## config.mk

```make
export PLATFORM = sky130hd
export DESIGN_NAME = edf_task_scheduler_unit
export DESIGN_NICKNAME = d
export VERILOG_FILES = /design/src/hdl/edf_pkg.sv /design/src/hdl/edf_ram.sv /design/src/hdl/edf_task_scheduler_unit.sv
export SDC_FILE = /design/constraint.sdc
export NUM_CORES = 2
export LEC_CHECK = 0
export BUFFER_PORTS_ARGS = -buffer_cell sky130_fd_sc_hd__buf_2
export CAP_MARGIN = 15
export CORE_ASPECT_RATIO = 0.7
export CORE_MARGIN = 2
export CORE_UTILIZATION = 30
export CTS_CLUSTER_DIAMETER = 150
export DETAILED_ROUTE_END_ITERATION = 12
export PLACE_DENSITY = 0.44
export RECOVER_POWER = 25
export SLEW_MARGIN = 20
export SYNTH_ARGS = -nofsm -noshare
export SYNTH_HDL_FRONTEND = slang
export SYNTH_SLANG_ARGS = --single-unit
```

## constraint.sdc

```tcl
create_clock -name i_clk -period 38 [get_ports i_clk]
set_input_delay 1.9 -clock i_clk [delete_from_list [all_inputs] [get_ports i_clk]]
set_output_delay 1.9 -clock i_clk [all_outputs]
set_load 0.01 [all_outputs]
```

## src/hdl/edf_pkg.sv

```systemverilog
// package of shared constants for the edf task scheduler
`default_nettype none
package edf_pkg;
    localparam int NumTasksDef  = 8;
    localparam int TimeWidthDef = 32;
    localparam logic ActLoad = 1'b0;
    localparam logic ActTick = 1'b1;
    localparam logic [1:0] EvNone     = 2'd0;
    localparam logic [1:0] EvStart    = 2'd1;
    localparam logic [1:0] EvResume   = 2'd2;
    localparam logic [1:0] EvContinue = 2'd3;
endpackage
`default_nettype wire

```

## src/hdl/edf_ram.sv

```systemverilog
// generic simple dual port ram (one write port, one read port) with registered read
`default_nettype none
module edf_ram #(
    parameter int WIDTH = 16,
    parameter int DEPTH = 8
) (
    input  wire logic                     i_clk,
    input  wire logic                     i_we,
    input  wire logic [((DEPTH > 1) ? $clog2(DEPTH) : 1)-1:0] i_waddr,
    input  wire logic [WIDTH-1:0]         i_wdata,
    input  wire logic [((DEPTH > 1) ? $clog2(DEPTH) : 1)-1:0] i_raddr,
    output logic [WIDTH-1:0]              o_rdata
);
    logic [WIDTH-1:0] r_mem [DEPTH];

    // write port and registered read port
    always_ff @(posedge i_clk) begin
        if (i_we) begin
            r_mem[i_waddr] <= i_wdata;
        end
        o_rdata <= r_mem[i_raddr];
    end
endmodule
`default_nettype wire

```

## src/hdl/edf_task_scheduler_unit.sv

```systemverilog
// Earliest-deadline-first scheduler for periodic tasks. A load transaction
// writes one task entry and, if its job count is nonzero, releases its first
// job; a tick transaction drops jobs that reach their deadline, releases due
// jobs, runs the ready job with the nearest deadline (lowest id on a tie) for
// one unit and advances time. Task entries live in one synchronous RAM, one
// word per task. A load reads and then writes its entry; a tick makes one
// read-modify-write sweep over the RAM to resolve misses and releases while
// tracking the earliest deadline, then a read-modify-write of the winner.
// When the winner displaces a previous runner that still has work, a further
// read-modify-write marks it as preempted. The result sits in an output
// register, so the next transaction is taken while it waits; a finished
// transaction holds in its last state until that register is free.
`default_nettype none
module edf_task_scheduler_unit
    import edf_pkg::*;
#(
    parameter int NUM_TASKS  = NumTasksDef,
    parameter int TIME_WIDTH = TimeWidthDef
) (
    input  wire logic        i_clk,
    input  wire logic        i_rst_n,
    input  wire logic        i_valid,
    output logic             o_ready,
    input  wire logic        i_action,
    input  wire logic [2:0]  i_task_slot,
    input  wire logic [15:0] i_period_len,
    input  wire logic [15:0] i_work_len,
    input  wire logic [15:0] i_job_count,
    output logic             o_valid,
    input  wire logic        i_ready,
    output logic [2:0]       o_running_task,
    output logic             o_cpu_idle,
    output logic [1:0]       o_run_event,
    output logic             o_finished_valid,
    output logic [7:0]       o_missed_mask,
    output logic [31:0]      o_missed_total,
    output logic [31:0]      o_released_total,
    output logic [31:0]      o_time_now
);
    localparam int IW = (NUM_TASKS > 1) ? $clog2(NUM_TASKS) : 1;
    localparam int TW = TIME_WIDTH;
    // entry word: period, work, jobs, remaining, deadline, release, preempted
    localparam int EW = 16 * 4 + 2 * TW + 1;

    typedef struct packed {
        logic [15:0]   period;
        logic [15:0]   work;
        logic [15:0]   jobs;
        logic [15:0]   rem;
        logic [TW-1:0] dl;
        logic [TW-1:0] rel;
        logic          pre;
    } t_entry;

    localparam logic [3:0] StIdle  = 4'd0;
    localparam logic [3:0] StLoadR = 4'd1;
    localparam logic [3:0] StLoadW = 4'd2;
    localparam logic [3:0] StSweep = 4'd3;
    localparam logic [3:0] StRunR  = 4'd4;
    localparam logic [3:0] StRunW  = 4'd5;
    localparam logic [3:0] StOut   = 4'd6;
    localparam logic [3:0] StPreR  = 4'd7;
    localparam logic [3:0] StPreW  = 4'd8;

    logic [3:0]      r_state;
    logic [2:0]      r_slot;
    logic [15:0]     r_per, r_wrk, r_cnt;
    logic [IW:0]     r_idx;       // sweep counter, holds NUM_TASKS
    logic            r_ph;        // 0 read issued, 1 data back
    logic [TW-1:0]   r_tick;
    logic [IW:0]     r_last;      // top bit set means no runner
    logic [31:0]     r_miss, r_relc;
    logic [NUM_TASKS-1:0] r_live; // entry written since reset
    logic [NUM_TASKS-1:0] r_mask;
    logic            r_bvalid;
    logic [IW-1:0]   r_best;
    logic [TW-1:0]   r_bdist;
    logic            r_lastrem;   // last runner still has work after sweep
    logic [IW-1:0]   r_pidx;      // entry to mark as preempted
    logic [2:0]      r_otask;     // staged result fields
    logic            r_oidle;
    logic [1:0]      r_oev;
    logic            r_ofin;

    logic            we;
    logic [IW-1:0]   waddr, raddr;
    t_entry          wdata, rdata_raw, rd;

    edf_ram #(.WIDTH(EW), .DEPTH(NUM_TASKS)) u_ram (
        .i_clk  (i_clk),
        .i_we   (we),
        .i_waddr(waddr),
        .i_wdata(wdata),
        .i_raddr(raddr),
        .o_rdata(rdata_raw)
    );

    // entries never written read as reset value for dynamic fields
    logic [IW-1:0] cur;
    assign cur = (r_state == StSweep) ? r_idx[IW-1:0] :
                 (r_state inside {StRunR, StRunW}) ? r_best :
                 (r_state inside {StPreR, StPreW}) ? r_pidx : IW'(r_slot);
    always_comb begin
        rd = rdata_raw;
        if (!r_live[cur]) begin
            rd.jobs = '0;
            rd.rem  = '0;
            rd.dl   = '0;
            rd.rel  = '0;
            rd.pre  = 1'b0;
        end
    end

    logic slot_ok;
    assign slot_ok = ({{(32-3){1'b0}}, r_slot} < NUM_TASKS);

    // sweep entry update: miss then release
    t_entry sw;
    logic   sw_miss, sw_rel;
    logic [TW-1:0] sw_dist;
    always_comb begin
        sw = rd;
        sw_miss = (rd.rem != 16'd0) && (rd.dl == r_tick);
        sw_rel  = (rd.jobs != 16'd0) && (rd.rel == r_tick);
        if (sw_miss) begin
            sw.rem = '0;
            sw.pre = 1'b0;
        end
        if (sw_rel) begin
            sw.rem  = rd.work;
            sw.dl   = r_tick + TW'(rd.period);
            sw.rel  = r_tick + TW'(rd.period);
            sw.pre  = 1'b0;
            sw.jobs = rd.jobs - 16'd1;
        end
        sw_dist = sw.dl - r_tick;
    end

    // load entry update
    t_entry ld;
    always_comb begin
        ld = rd;
        ld.period = r_per;
        ld.work   = r_wrk;
        ld.jobs   = r_cnt;
        ld.rem    = '0;
        ld.pre    = 1'b0;
        if (r_cnt != 16'd0) begin
            ld.rem  = r_wrk;
            ld.dl   = r_tick + TW'(r_per);
            ld.rel  = r_tick + TW'(r_per);
            ld.jobs = r_cnt - 16'd1;
        end
    end

    // winner update
    t_entry rn;
    logic [1:0] rn_ev;
    always_comb begin
        rn = rd;
        if (rd.rem == rd.work) begin
            rn_ev = EvStart;
        end else if (rd.pre) begin
            rn_ev = EvResume;
        end else begin
            rn_ev = EvContinue;
        end
        rn.pre = 1'b0;
        rn.rem = rd.rem - 16'd1;
    end

    // displaced runner gets its preempted flag set
    t_entry pm;
    always_comb begin
        pm = rd;
        pm.pre = 1'b1;
    end

    // preempted flag of the previous runner is set in a second write
    logic prev_pre;
    assign prev_pre = !r_last[IW] && (r_last[IW-1:0] != r_best) && r_lastrem;

    assign o_ready = (r_state == StIdle);

    always_comb begin
        we = 1'b0;
        waddr = cur;
        wdata = sw;
        raddr = cur;
        if (r_state == StLoadW) begin
            we = slot_ok;
            wdata = ld;
        end else if (r_state == StSweep && r_ph) begin
            we = 1'b1;
            wdata = sw;
        end else if (r_state == StRunW) begin
            we = 1'b1;
            wdata = rn;
        end else if (r_state == StPreW) begin
            we = 1'b1;
            wdata = pm;
        end
    end

    logic [31:0] miss_inc;
    assign miss_inc = (r_miss == 32'hFFFF_FFFF) ? r_miss : r_miss + 32'd1;

    logic out_free;
    assign out_free = !o_valid || i_ready;

    // sequencer
    always_ff @(posedge i_clk) begin
        if (!i_rst_n) begin
            r_state  <= StIdle;
            r_tick   <= '0;
            r_last   <= {1'b1, {IW{1'b0}}};
            r_miss   <= '0;
            r_relc   <= '0;
            r_live   <= '0;
            o_valid  <= 1'b0;
            r_idx    <= '0;
            r_ph     <= 1'b0;
            r_bvalid <= 1'b0;
        end else begin
            // result register handshake
            if (r_state == StOut && out_free) begin
                o_valid <= 1'b1;
            end else if (o_valid && i_ready) begin
                o_valid <= 1'b0;
            end
            case (r_state)
                StIdle: begin
                    if (i_valid && o_ready) begin
                        r_slot <= i_task_slot;
                        r_per  <= i_period_len;
                        r_wrk  <= i_work_len;
                        r_cnt  <= i_job_count;
                        r_mask <= '0;
                        r_idx  <= '0;
                        r_ph   <= 1'b0;
                        r_bvalid  <= 1'b0;
                        r_lastrem <= 1'b0;
                        r_state <= (i_action == ActLoad) ? StLoadR : StSweep;
                    end
                end
                StLoadR: r_state <= StLoadW;
                StLoadW: begin
                    if (slot_ok) begin
                        r_live[cur] <= 1'b1;
                        if (r_last == {1'b0, cur}) begin
                            r_last <= {1'b1, {IW{1'b0}}};
                        end
                        if (r_cnt != 16'd0 && r_relc != 32'hFFFF_FFFF) begin
                            r_relc <= r_relc + 32'd1;
                        end
                    end
                    r_otask <= '0;
                    r_oidle <= 1'b1;
                    r_oev   <= EvNone;
                    r_ofin  <= 1'b0;
                    r_state <= StOut;
                end
                StSweep: begin
                    r_ph <= ~r_ph;
                    if (r_ph) begin
                        r_live[r_idx[IW-1:0]] <= 1'b1;
                        if (sw_miss) begin
                            r_mask[r_idx[IW-1:0]] <= 1'b1;
                            r_miss <= miss_inc;
                            if (r_last == {1'b0, r_idx[IW-1:0]}) begin
                                r_last <= {1'b1, {IW{1'b0}}};
                            end
                        end
                        if (sw_rel && r_relc != 32'hFFFF_FFFF) begin
                            r_relc <= r_relc + 32'd1;
                        end
                        if (r_last == {1'b0, r_idx[IW-1:0]}) begin
                            r_lastrem <= (sw.rem != 16'd0);
                        end
                        if (sw.rem != 16'd0 && (!r_bvalid || sw_dist < r_bdist)) begin
                            r_bvalid <= 1'b1;
                            r_best   <= r_idx[IW-1:0];
                            r_bdist  <= sw_dist;
                        end
                        r_idx <= r_idx + (IW+1)'(1);
                        if (r_idx == (IW+1)'(NUM_TASKS - 1)) begin
                            r_state <= StRunR;
                        end
                    end
                end
                StRunR: begin
                    if (r_bvalid) begin
                        r_state <= StRunW;
                    end else begin
                        r_otask <= '0;
                        r_oidle <= 1'b1;
                        r_oev   <= EvNone;
                        r_ofin  <= 1'b0;
                        r_tick  <= r_tick + TW'(1);
                        r_state <= StOut;
                    end
                end
                StRunW: begin
                    r_otask <= 3'(r_best);
                    r_oidle <= 1'b0;
                    r_oev   <= rn_ev;
                    r_ofin  <= (rn.rem == 16'd0);
                    r_last <= (rn.rem == 16'd0) ? {1'b1, {IW{1'b0}}} : {1'b0, r_best};
                    r_tick <= r_tick + TW'(1);
                    if (prev_pre) begin
                        r_pidx  <= r_last[IW-1:0];
                        r_state <= StPreR;
                    end else begin
                        r_state <= StOut;
                    end
                end
                StPreR: r_state <= StPreW;
                StPreW: r_state <= StOut;
                StOut: begin
                    if (out_free) begin
                        o_running_task   <= r_otask;
                        o_cpu_idle       <= r_oidle;
                        o_run_event      <= r_oev;
                        o_finished_valid <= r_ofin;
                        o_missed_mask    <= 8'(r_mask);
                        o_missed_total   <= r_miss;
                        o_released_total <= r_relc;
                        o_time_now       <= 32'(r_tick);
                        r_state <= StIdle;
                    end
                end
                default: r_state <= StIdle;
            endcase
        end
    end

`ifndef SYNTHESIS
    a_out_hold: assert property (@(posedge i_clk) disable iff (!i_rst_n)
        o_valid && !i_ready |=> o_valid) else $error("result dropped");
    a_no_accept_busy: assert property (@(posedge i_clk) disable iff (!i_rst_n)
        r_state != StIdle |-> !o_ready) else $error("accept while busy");
    a_idle_event: assert property (@(posedge i_clk) disable iff (!i_rst_n)
        o_valid && o_cpu_idle |-> o_run_event == EvNone) else $error("idle with event");
    a_out_stable: assert property (@(posedge i_clk) disable iff (!i_rst_n)
        o_valid && !i_ready |=> $stable(o_time_now)) else $error("result changed");
`endif
endmodule
`default_nettype wire

```

# [Yosys cells after proc, flatten, opt, wreduce, memory -nomap -nowiden]
# Memories as Yosys holds them, arrays and structs flattened. A register that Yosys moved wholly into a read port is not among the register bits.
# Cells that the tools add are included.
[totals] register_bits=335 ram_bits=1032 in_bits=56 word_cells=201 mem_count=1
[classes] add_sub_neg=10 n_lt_le_gt_ge=5 n_eq_ne=28 mux=73 bitwise_logic=5 n_reduce_logical=48
[mem_list] name="u_ram.r_mem" words=8 width=129 rd=1 rd_clocked_by_memory_dff=1 wr=1 line_no="edf_ram.sv:14" source="logic [WIDTH-1:0] r_mem [DEPTH];"
[ops] op="two-way mux 97 bit" count=5
[ops] op="two-way mux 129 bit" count=1
[ops] op="two-way mux 32 bit" count=4
[ops] op="one-hot mux 32 bit (2 select lines)" count=2
[ops] op="adder 32 x 1 -> 32 bit (second input constant)" count=3
[ops] op="two-way mux 96 bit" count=1
[ops] op="adder 32 x 16 -> 32 bit" count=2
[ops] op="== test 32 bit" count=2
[ops] op="nonzero test 16 bit" count=4
[ops] op="subtractor 16 x 1 -> 16 bit (second input constant)" count=3
[ops] op="two-way mux 4 bit" count=11
[ops] op="== test 32 bit (second input constant)" count=1
[ops] op="less-than comparator 32 bit" count=1
[ops] op="two-way mux 8 bit" count=4
[ops] op="!= test 32 bit (second input constant)" count=1
[ops] op="one-hot mux 4 bit (8 select lines)" count=1
[ops] op="one-hot mux 8 bit (2 select lines)" count=2
[ops] op="subtractor 32 bit" count=1
[ops] op="bitwise OR 8 bit" count=3
[ops] op="two-way mux 1 bit" count=21
[ops] op="== test 4 x 3 -> 1 bit (second input constant)" count=5
[ops] op="AND reduction 4 bit" count=5
[ops] op="== test 16 bit" count=1
[ops] op="logical NOT 16 bit" count=1
[ops] op="other kinds (32)" count=84

# [Depth between registers and ports, before layout]
[logic_depth] depth_word=19 mapped_depth=52

# [Cells and area by module]
# A second synthesis with hierarchy kept.
[unflattened] hier_cells=4331 hier_area_um2=65335.2
[by_module_without_submodules] mod="edf_ram" instances=1 cells_per_inst=1633 area_each_um2=41801.3 seq_area_each_um2=33572.2
[by_module_without_submodules] mod="edf_task_scheduler_unit" instances=1 cells_per_inst=2698 area_each_um2=23533.8 seq_area_each_um2=8868.5

# [Least setup slack after synthesis]
# Ideal clock, no wire load.
[synth_timing] path_kind="flip-flop to flip-flop" startpoint="register r_state[2]" endpoint="memory u_ram.r_mem[6][0] (netlist name) (enable)" setup_time_ps=933 arrival_ps=14183 required_time_ps=37067 slack_ps=22884 stages_incl_launch_ff=12 path_buffers=6 period_less_slack_ps=15116 cell_sequence="dfxtp_1 buf_2 clkbuf_1 a21oi_1 a22oi_1 a221oi_1 a21o_1 clkbuf_1 clkbuf_1 clkbuf_1 buf_1 nor4_1"
[synth_via] elab_chain_cells=7 elab_cells_between_ends=18 classes_between="6 x eq/ne; 9 x mux; 3 x reduce/logical"
[synth_lines] element="start: declaration" line_no="edf_task_scheduler_unit.sv:65" source="logic [3:0] r_state;"
[synth_lines] element="start signal: assignment" line_no="edf_task_scheduler_unit.sv:214" source="r_state <= StIdle;"
[synth_lines] element="start signal: assignment" line_no="edf_task_scheduler_unit.sv:243" source="r_state <= (i_action == ActLoad) ? StLoadR : StSweep;"
[synth_lines] element="start signal: assignment" line_no="edf_task_scheduler_unit.sv:246" source="StLoadR: r_state <= StLoadW;"
[synth_lines] element="== test 4 bit" line_no="edf_task_scheduler_unit.sv:102, edf_task_scheduler_unit.sv:199"
[synth_lines] element="two-way mux 1 bit" line_no="edf_task_scheduler_unit.sv:199" source="end else if (r_state == StPreW) begin"
[synth_lines] element="two-way mux 1 bit" line_no="edf_task_scheduler_unit.sv:196" source="end else if (r_state == StRunW) begin"
[synth_lines] element="two-way mux 1 bit" line_no="edf_task_scheduler_unit.sv:193" source="end else if (r_state == StSweep && r_ph) begin"
[synth_lines] element="two-way mux 1 bit" line_no="edf_task_scheduler_unit.sv:190" source="if (r_state == StLoadW) begin"
[synth_lines] element="two-way mux 1 bit" line_no="edf_ram.sv:18" source="if (i_we) begin"
[synth_lines] element="two-way mux 1 bit (not written as such)" line_no="edf_ram.sv:19" source="r_mem[i_waddr] <= i_wdata;"
[synth_lines] element="end: declaration" line_no="edf_ram.sv:14"
# Several ways; a longest one is shown, not always the timed one.

# [Worst setup path after layout]
[layout_timing] startpoint="register r_state[1]" endpoint="register r_bdist[7] (enable)"
[layout_via] elab_chain_cells=16 elab_cells_between_ends=27 classes_between="1 x add/sub; 1 x order compare; 7 x eq/ne; 8 x mux; 10 x reduce/logical"
[layout_lines] element="== test 4 x 3 -> 1 bit or == test 4 bit (tied branches)" line_no="edf_task_scheduler_unit.sv:102" source="(r_state inside {StPreR, StPreW}) ? r_pidx : IW'(r_slot);"
[layout_lines] element="nonzero test 2 bit" line_no="edf_task_scheduler_unit.sv:102"
[layout_lines] element="two-way mux 3 bit" line_no="edf_task_scheduler_unit.sv:102"
[layout_lines] element="two-way mux 3 bit" line_no="edf_task_scheduler_unit.sv:101" source="(r_state inside {StRunR, StRunW}) ? r_best :"
[layout_lines] element="two-way mux 3 bit (*)" line_no="edf_task_scheduler_unit.sv:100" source="assign cur = (r_state == StSweep) ? r_idx[IW-1:0] :"
[layout_lines] element="binary-select mux 1 bit (select 3 bit) (*)" line_no="edf_task_scheduler_unit.sv:105" source="if (!r_live[cur]) begin"
[layout_lines] element="two-way mux 1 bit (not written as such) (*)" line_no="edf_task_scheduler_unit.sv:105"
[layout_lines] element="two-way mux 97 bit (*)" line_no="edf_task_scheduler_unit.sv:105"
[layout_lines] element="== test 32 bit or nonzero test 16 bit (tied branches)" line_no="edf_task_scheduler_unit.sv:124" source="sw_rel = (rd.jobs != 16'd0) && (rd.rel == r_tick);"
[layout_lines] element="logical AND 1 bit" line_no="edf_task_scheduler_unit.sv:124"
[layout_lines] element="two-way mux 97 bit (*)" line_no="edf_task_scheduler_unit.sv:129" source="if (sw_rel) begin"
[layout_lines] element="subtractor 32 bit (*)" line_no="edf_task_scheduler_unit.sv:136" source="sw_dist = sw.dl - r_tick;"
[layout_lines] element="via sw_dist[26]" line_no="edf_task_scheduler_unit.sv:120" source="logic [TW-1:0] sw_dist;"
[layout_lines] element="less-than comparator 32 bit (*)" line_no="edf_task_scheduler_unit.sv:280" source="if (sw.rem != 16'd0 && (!r_bvalid || sw_dist < r_bdist)) begin"
[layout_lines] element="logical OR 1 bit (*)" line_no="edf_task_scheduler_unit.sv:280"
[layout_lines] element="logical AND 1 bit (*)" line_no="edf_task_scheduler_unit.sv:280"
[layout_lines] element="AND reduction 4 bit (no line) (*)"
[layout_lines] element="end signal: assignment" line_no="edf_task_scheduler_unit.sv:283" source="r_bdist <= sw_dist;"
[layout_lines] element="end: declaration" line_no="edf_task_scheduler_unit.sv:77" source="logic [TW-1:0] r_bdist;"
# Mark *: on every way through the listed nets, which the timed path passes. The rest lies on a longest branch. The select of a mux whose other input is x is not followed.
# A chain may end at the register's enable or synchronous reset.

==> reports/qor_table.md <==
| Stage | Parameter | Reported |
|---|---|---|
| worst setup path | Register-to-register path setup slack | 25.08 ns |
| worst setup path | CP Launch Type | flip-flop |
| clock tree | Number of post-CTS setup repair buffers | 0 |
| clock tree | Deepest level of the CTS H-tree | 4 |
| floorplan | Starting utilization of the core area | 0.303 |
| clock tree | Clock latency on the worst-skew pair | 0.84 ns |
| yosys | Leading register cell type out of synthesis | sky130_fd_sc_hd__edfxtp_1 |
| clock tree | Number of sinks handled by clock tree synthesis | 1496 |
| floorplan | Core region area | 212000 sq um |
| route | Detailed-routing iteration count for the pre-antenna-repair pass | 6 |
| cells and area | Commonest non-fill, non-tap cells in the layout | 1248 x sky130_fd_sc_hd__edfxtp_1, 931 x sky130_fd_sc_hd__nand2_1, 314 x sky130_fd_sc_hd__a21oi_1 |
| global route | Overall fraction of global-route tracks in use | 0.204 |
| sta | Max-Slew Margin vs Limit | -1.35 |
| cells and area | Combined area of the multi-input logic cells | 20300 sq um |
| clock tree | CTS tree | done |
| worst setup path | Biggest fanout along the worst timing path | 72 |
| clock tree | CTS Root Cell | sky130_fd_sc_hd__clkbuf_16 |
| placed design | DP Wirelength | 146 mm |
| sta | Setup total negative slack | 0 ns |
| run status | Violated checks | capacitance limit, slew limit |
| worst setup path | Type of the setup path with the least slack | flip-flop to flip-flop |
| route | Number of antenna-violating nets in the routed design | 0 |
| worst setup path | Arrival time worst endpoint | 13.39 ns |
| clock tree | Post-CTS Hold Buffers | 0 |
| cells and area | Commonest non-fill, non-tap cell in the layout | sky130_fd_sc_hd__edfxtp_1 |
| floorplan | Top-level I/O count | 169 |
| sta | Smallest setup slack after layout | 25.08 ns |
| route | Via count | 44500 |
| sta | Final setup violation count | 0 |
| cells and area | Final design area excluding fillers | 73300 sq um |
| cells and area | Layout-stage area growth over the synthesis result | 14.3% |
| global route | Vias in the first global route | 42000 |
| yosys | Part of the Yosys area used for sequential elements | 0.662 |
| route | Total detailed-routing wirelength | 227 mm |
| worst setup path | Worst reg-to-reg path cell count | 40 |
| cells and area | Total area of sequential cells | 42400 sq um |
| sta | Highest attainable clock frequency | 77.4 MHz |
| global route | Initial antenna violation count | 12 |
| yosys | Area leader, netlist | sky130_fd_sc_hd__edfxtp_1 |
| power and ir drop | Peak ir drop on the vdd network | 0.0548 mV |
| yosys | Library cells used by synthesis | 93 |
| yosys | Syn Inst Count | 5265 |
| sta | Number of pins with negative max-slew slack in the final report | 407 |
| cells and area | Share of post-route cells with drive strength above 1 | 0.0825 |
| yosys | Post-synthesis async set-or-reset flop share | 0 |
| worst setup path | Worst reg2reg endpoint | r_bdist[7]$_DFFE_PP_ |
| yosys | Post-synth net total | 5427 |
| clock tree | Clock buffer count from CTS | 162 |
| placed design | Placement-stage worst setup slack | 25.20 ns |
| yosys | Mean instance size in the synthesized netlist | 12.2 sq um |
| placed design | Placed cell areas | 68500 sq um |
| global route | Overflow left after global routing | 0 |
| power and ir drop | Clk pwr share | 0.248 |
| yosys | Post-synth EDFFs | 1248 |
| cells and area | Number of nets in the layout | 5575 |
| yosys | Total of flip-flops plus latches after synthesis | 1496 |
| power and ir drop | Sw Share | 0.390 |
| route | DRC errors left | 0 |
| power and ir drop | Internal Dissipation | 3.78 mW |
| yosys | Cell types occupying the most area after synthesis | sky130_fd_sc_hd__edfxtp_1 58%, sky130_fd_sc_hd__dfxtp_1 7.7%, sky130_fd_sc_hd__nand2_1 5.4% |
| route | Detailed-route wire length per cell | 27.3 microns |
| power and ir drop | Leakage power | 24.6 nW |
| floorplan | Std cell rows | 141 |
| yosys | Post-synthesis cell area | 64100 sq um |
| yosys | Area share of the largest cell type after synthesis | 0.584 |
| worst setup path | Required time reported for the critical path endpoint | 38.47 ns |
| cells and area | Number of filler instances in the final layout | 20900 |
| clock tree | Register clock-pin slew on the reported worst setup and hold paths | 0.06 ns |
| clock tree | Maximum count of clock buffers along a single path | 4 |
| power and ir drop | Part of the total power dissipated in sequential elements | 0.396 |
| floorplan | Die Y-Extent | 391 microns |
| power and ir drop | Total design power | 6.20 mW |
| worst setup path | Slowest stage cell on the critical path | sky130_fd_sc_hd__nor3_2 |
| yosys | Number of warnings issued by yosys | 0 |
| clock tree | Quantity of gates resized following cts | 0 |
| sta | Setup Skew | 0.0630 ns |
| sta | Hold violation count in the final report | 0 |
| placed design | PortBufs | 168 |
| power and ir drop | Combinational Power Share | 0.356 |
| worst setup path | Launching element of the worst setup path | r_state[1]$_SDFFE_PN0P_ |
| worst setup path | End point of the critical path | r_bdist[7]$_DFFE_PP_ |
| sta | Setup repair after global routing missed its margin | no |
| worst setup path | R2R Path Start | r_state[1]$_SDFFE_PN0P_ |
| global route | Wire length of the first global-routing pass | 322 mm |
| worst setup path | Endpoint type of the worst setup path | flip-flop |
| route | Mean number of vias per cell | 5.35 |
| placed design | Last weighted congestion value of the routability-driven placer | 0.935 |
| power and ir drop | Total power per unit cell area | 84.6 nW/um^2 |
| sta | Portion of the clock cycle consumed by the worst path in the final layout | 0.340 |
| hold path | Class of the worst hold path | flip-flop to flip-flop |
| sta | Transition time at the pin with the least slew margin | 3.53 ns |
| sta | Period minus WS final | 12.92 ns |
| power and ir drop | Switching power summed over all nets | 2.42 mW |
| global route | Largest net degree at the start of global routing | 124 |
| flow run | Max-cap viol count | 10 |
| run status | Outcome | complete, but fails checks |
| floorplan | Die width | 557 microns |
| worst setup path | Slowest cell delay on critical path | 0.82 ns |
| route | DRC violation total after the first TritonRoute iteration | 5225 |
| floorplan | DIE AREA | 218000 sq um |
-- how the worst min path moves through the flow --
| stage | slack (ns) | cells after the start | startpoint | to |
|---|---|---|---|---|
| floorplan | 0.40 | 0 | r_oidle$_DFFE_PP_ | o_cpu_idle$_DFFE_PP_ |
| CTS | 0.43 | 0 | r_ofin$_SDFFCE_PN0P_ | o_finished_valid$_DFFE_PP_ |
| detailed placement | 0.41 | 0 | r_otask[2]$_SDFFCE_PN0P_ | o_running_task[2]$_DFFE_PP_ |
| finish | 0.42 | 0 | r_ofin$_SDFFCE_PN0P_ | o_finished_valid$_DFFE_PP_ |
| global route | 0.43 | 0 | r_ofin$_SDFFCE_PN0P_ | o_finished_valid$_DFFE_PP_ |
| global placement | 0.41 | 0 | r_ofin$_SDFFCE_PN0P_ | o_finished_valid$_DFFE_PP_ |
-- cell families after synthesis --
kind of cell | Yosys count | share of synthesized area
XOR/XNOR | 227 | 0.0310
adder cells (fa/ha/maj) | 106 | 0.0210
AND/OR/NAND/NOR | 1814 | 0.129
AO/OA/AOI/OAI | 1140 | 0.119
buffers and inverters | 426 | 0.0257
multiplexers | 56 | 0.0129
flip-flops | 1496 | 0.662
-- routing by layer --
layer / vias up / track usage / share of wire
li1: 19900 / - / -
met1: 22700 / 0.324 / 0.50
met2: 1617 / 0.289 / 0.41
met3: 279 / 0.0323 / 0.068
met4: 0 / 0.0396 / 0.017
met5: - / 0 / 0
-- final cells by class --
class	count	share of cell area
Timing Repair Buffer	302	0.0224
Tap cell	2788	0.0476
Antenna cell	1	0.0000341
Clock buffer	232	0.0627
Sequential cell	1496	0.579
Clock inverter	58	0.00613
Inverter	108	0.00553
Multi-Input combinational cell	3343	0.277
-- power groups by stage --
stage	Combinational [mW]	Clock (mW)	Sequential [mW]
floorplan	1.41	0	2.38
global placement	2.20	0	2.48
detailed placement	2.20	0	2.48
CTS	2.21	1.58	2.44
global route	2.42	1.64	2.47
finish	2.21	1.54	2.45
-- Yosys cell counts (20+ instances only) --
| master | number |
|---|---|
| sky130_fd_sc_hd__a221o_1 | 58 |
| sky130_fd_sc_hd__o21ai_0 | 173 |
| sky130_fd_sc_hd__nand3_1 | 255 |
| sky130_fd_sc_hd__a211oi_1 | 108 |
| sky130_fd_sc_hd__mux4_2 | 20 |
| sky130_fd_sc_hd__edfxtp_1 | 1248 |
| sky130_fd_sc_hd__a21o_1 | 20 |
| sky130_fd_sc_hd__buf_2 | 20 |
| sky130_fd_sc_hd__inv_1 | 106 |
| sky130_fd_sc_hd__xor2_1 | 42 |
| sky130_fd_sc_hd__o211ai_1 | 36 |
| sky130_fd_sc_hd__nor3_1 | 51 |
| sky130_fd_sc_hd__clkbuf_1 | 237 |
| sky130_fd_sc_hd__a31oi_1 | 52 |
| sky130_fd_sc_hd__and3_1 | 54 |
| sky130_fd_sc_hd__o22ai_1 | 42 |
| sky130_fd_sc_hd__a21oi_1 | 315 |
| sky130_fd_sc_hd__a221oi_1 | 49 |
| sky130_fd_sc_hd__nor2b_1 | 34 |
| sky130_fd_sc_hd__a22oi_1 | 104 |
| sky130_fd_sc_hd__dfxtp_1 | 248 |
| sky130_fd_sc_hd__or3_1 | 25 |
| sky130_fd_sc_hd__ha_1 | 103 |
| sky130_fd_sc_hd__and2_1 | 87 |
| sky130_fd_sc_hd__xnor2_1 | 185 |
| sky130_fd_sc_hd__mux2i_1 | 30 |
| sky130_fd_sc_hd__nor2_1 | 219 |
| sky130_fd_sc_hd__nand2b_1 | 28 |
| sky130_fd_sc_hd__buf_1 | 55 |
| sky130_fd_sc_hd__nand4_1 | 40 |
| sky130_fd_sc_hd__nand2_1 | 931 |
-- critical path, delay by kind of cell, from the launching register on --
family,cells,cell delay [ns]
and+or+nand+nor,13,3.64
DFF,1,0.80
adders and majority gates,3,0.99
xor gates and xnor gates,1,0.25
buffers and inverters,4,1.59
AOI/OAI and AO/OA,17,4.11
muxes,2,1.03
-- sequential cells by signal (all words and copies together), names as in the netlist, 8 cells and up --
| signal | count |
|---|---|
| r_wrk | 16 |
| r_mask | 8 |
| r_per | 16 |
| u_ram.r_mem | 1032 |
| r_miss | 32 |
| r_bdist | 32 |
| r_tick | 32 |
| o_missed_total | 32 |
| r_cnt | 16 |
| r_live | 8 |
| o_missed_mask | 8 |
| o_time_now | 32 |
| o_released_total | 32 |
| u_ram.o_rdata | 129 |
| r_relc | 32 |
-- through the flow --
stage                      util  hold WS [ns]  std cells
final                     0.346         0.421       8328
after global routing      0.346         0.428       8327
after CTS                 0.348         0.427       8326
after detailed placement  0.324         0.415       8036
after global placement    0.324         0.411       8034
after floorplan               -         0.400       5265
Power figures use the tool's default switching activity.
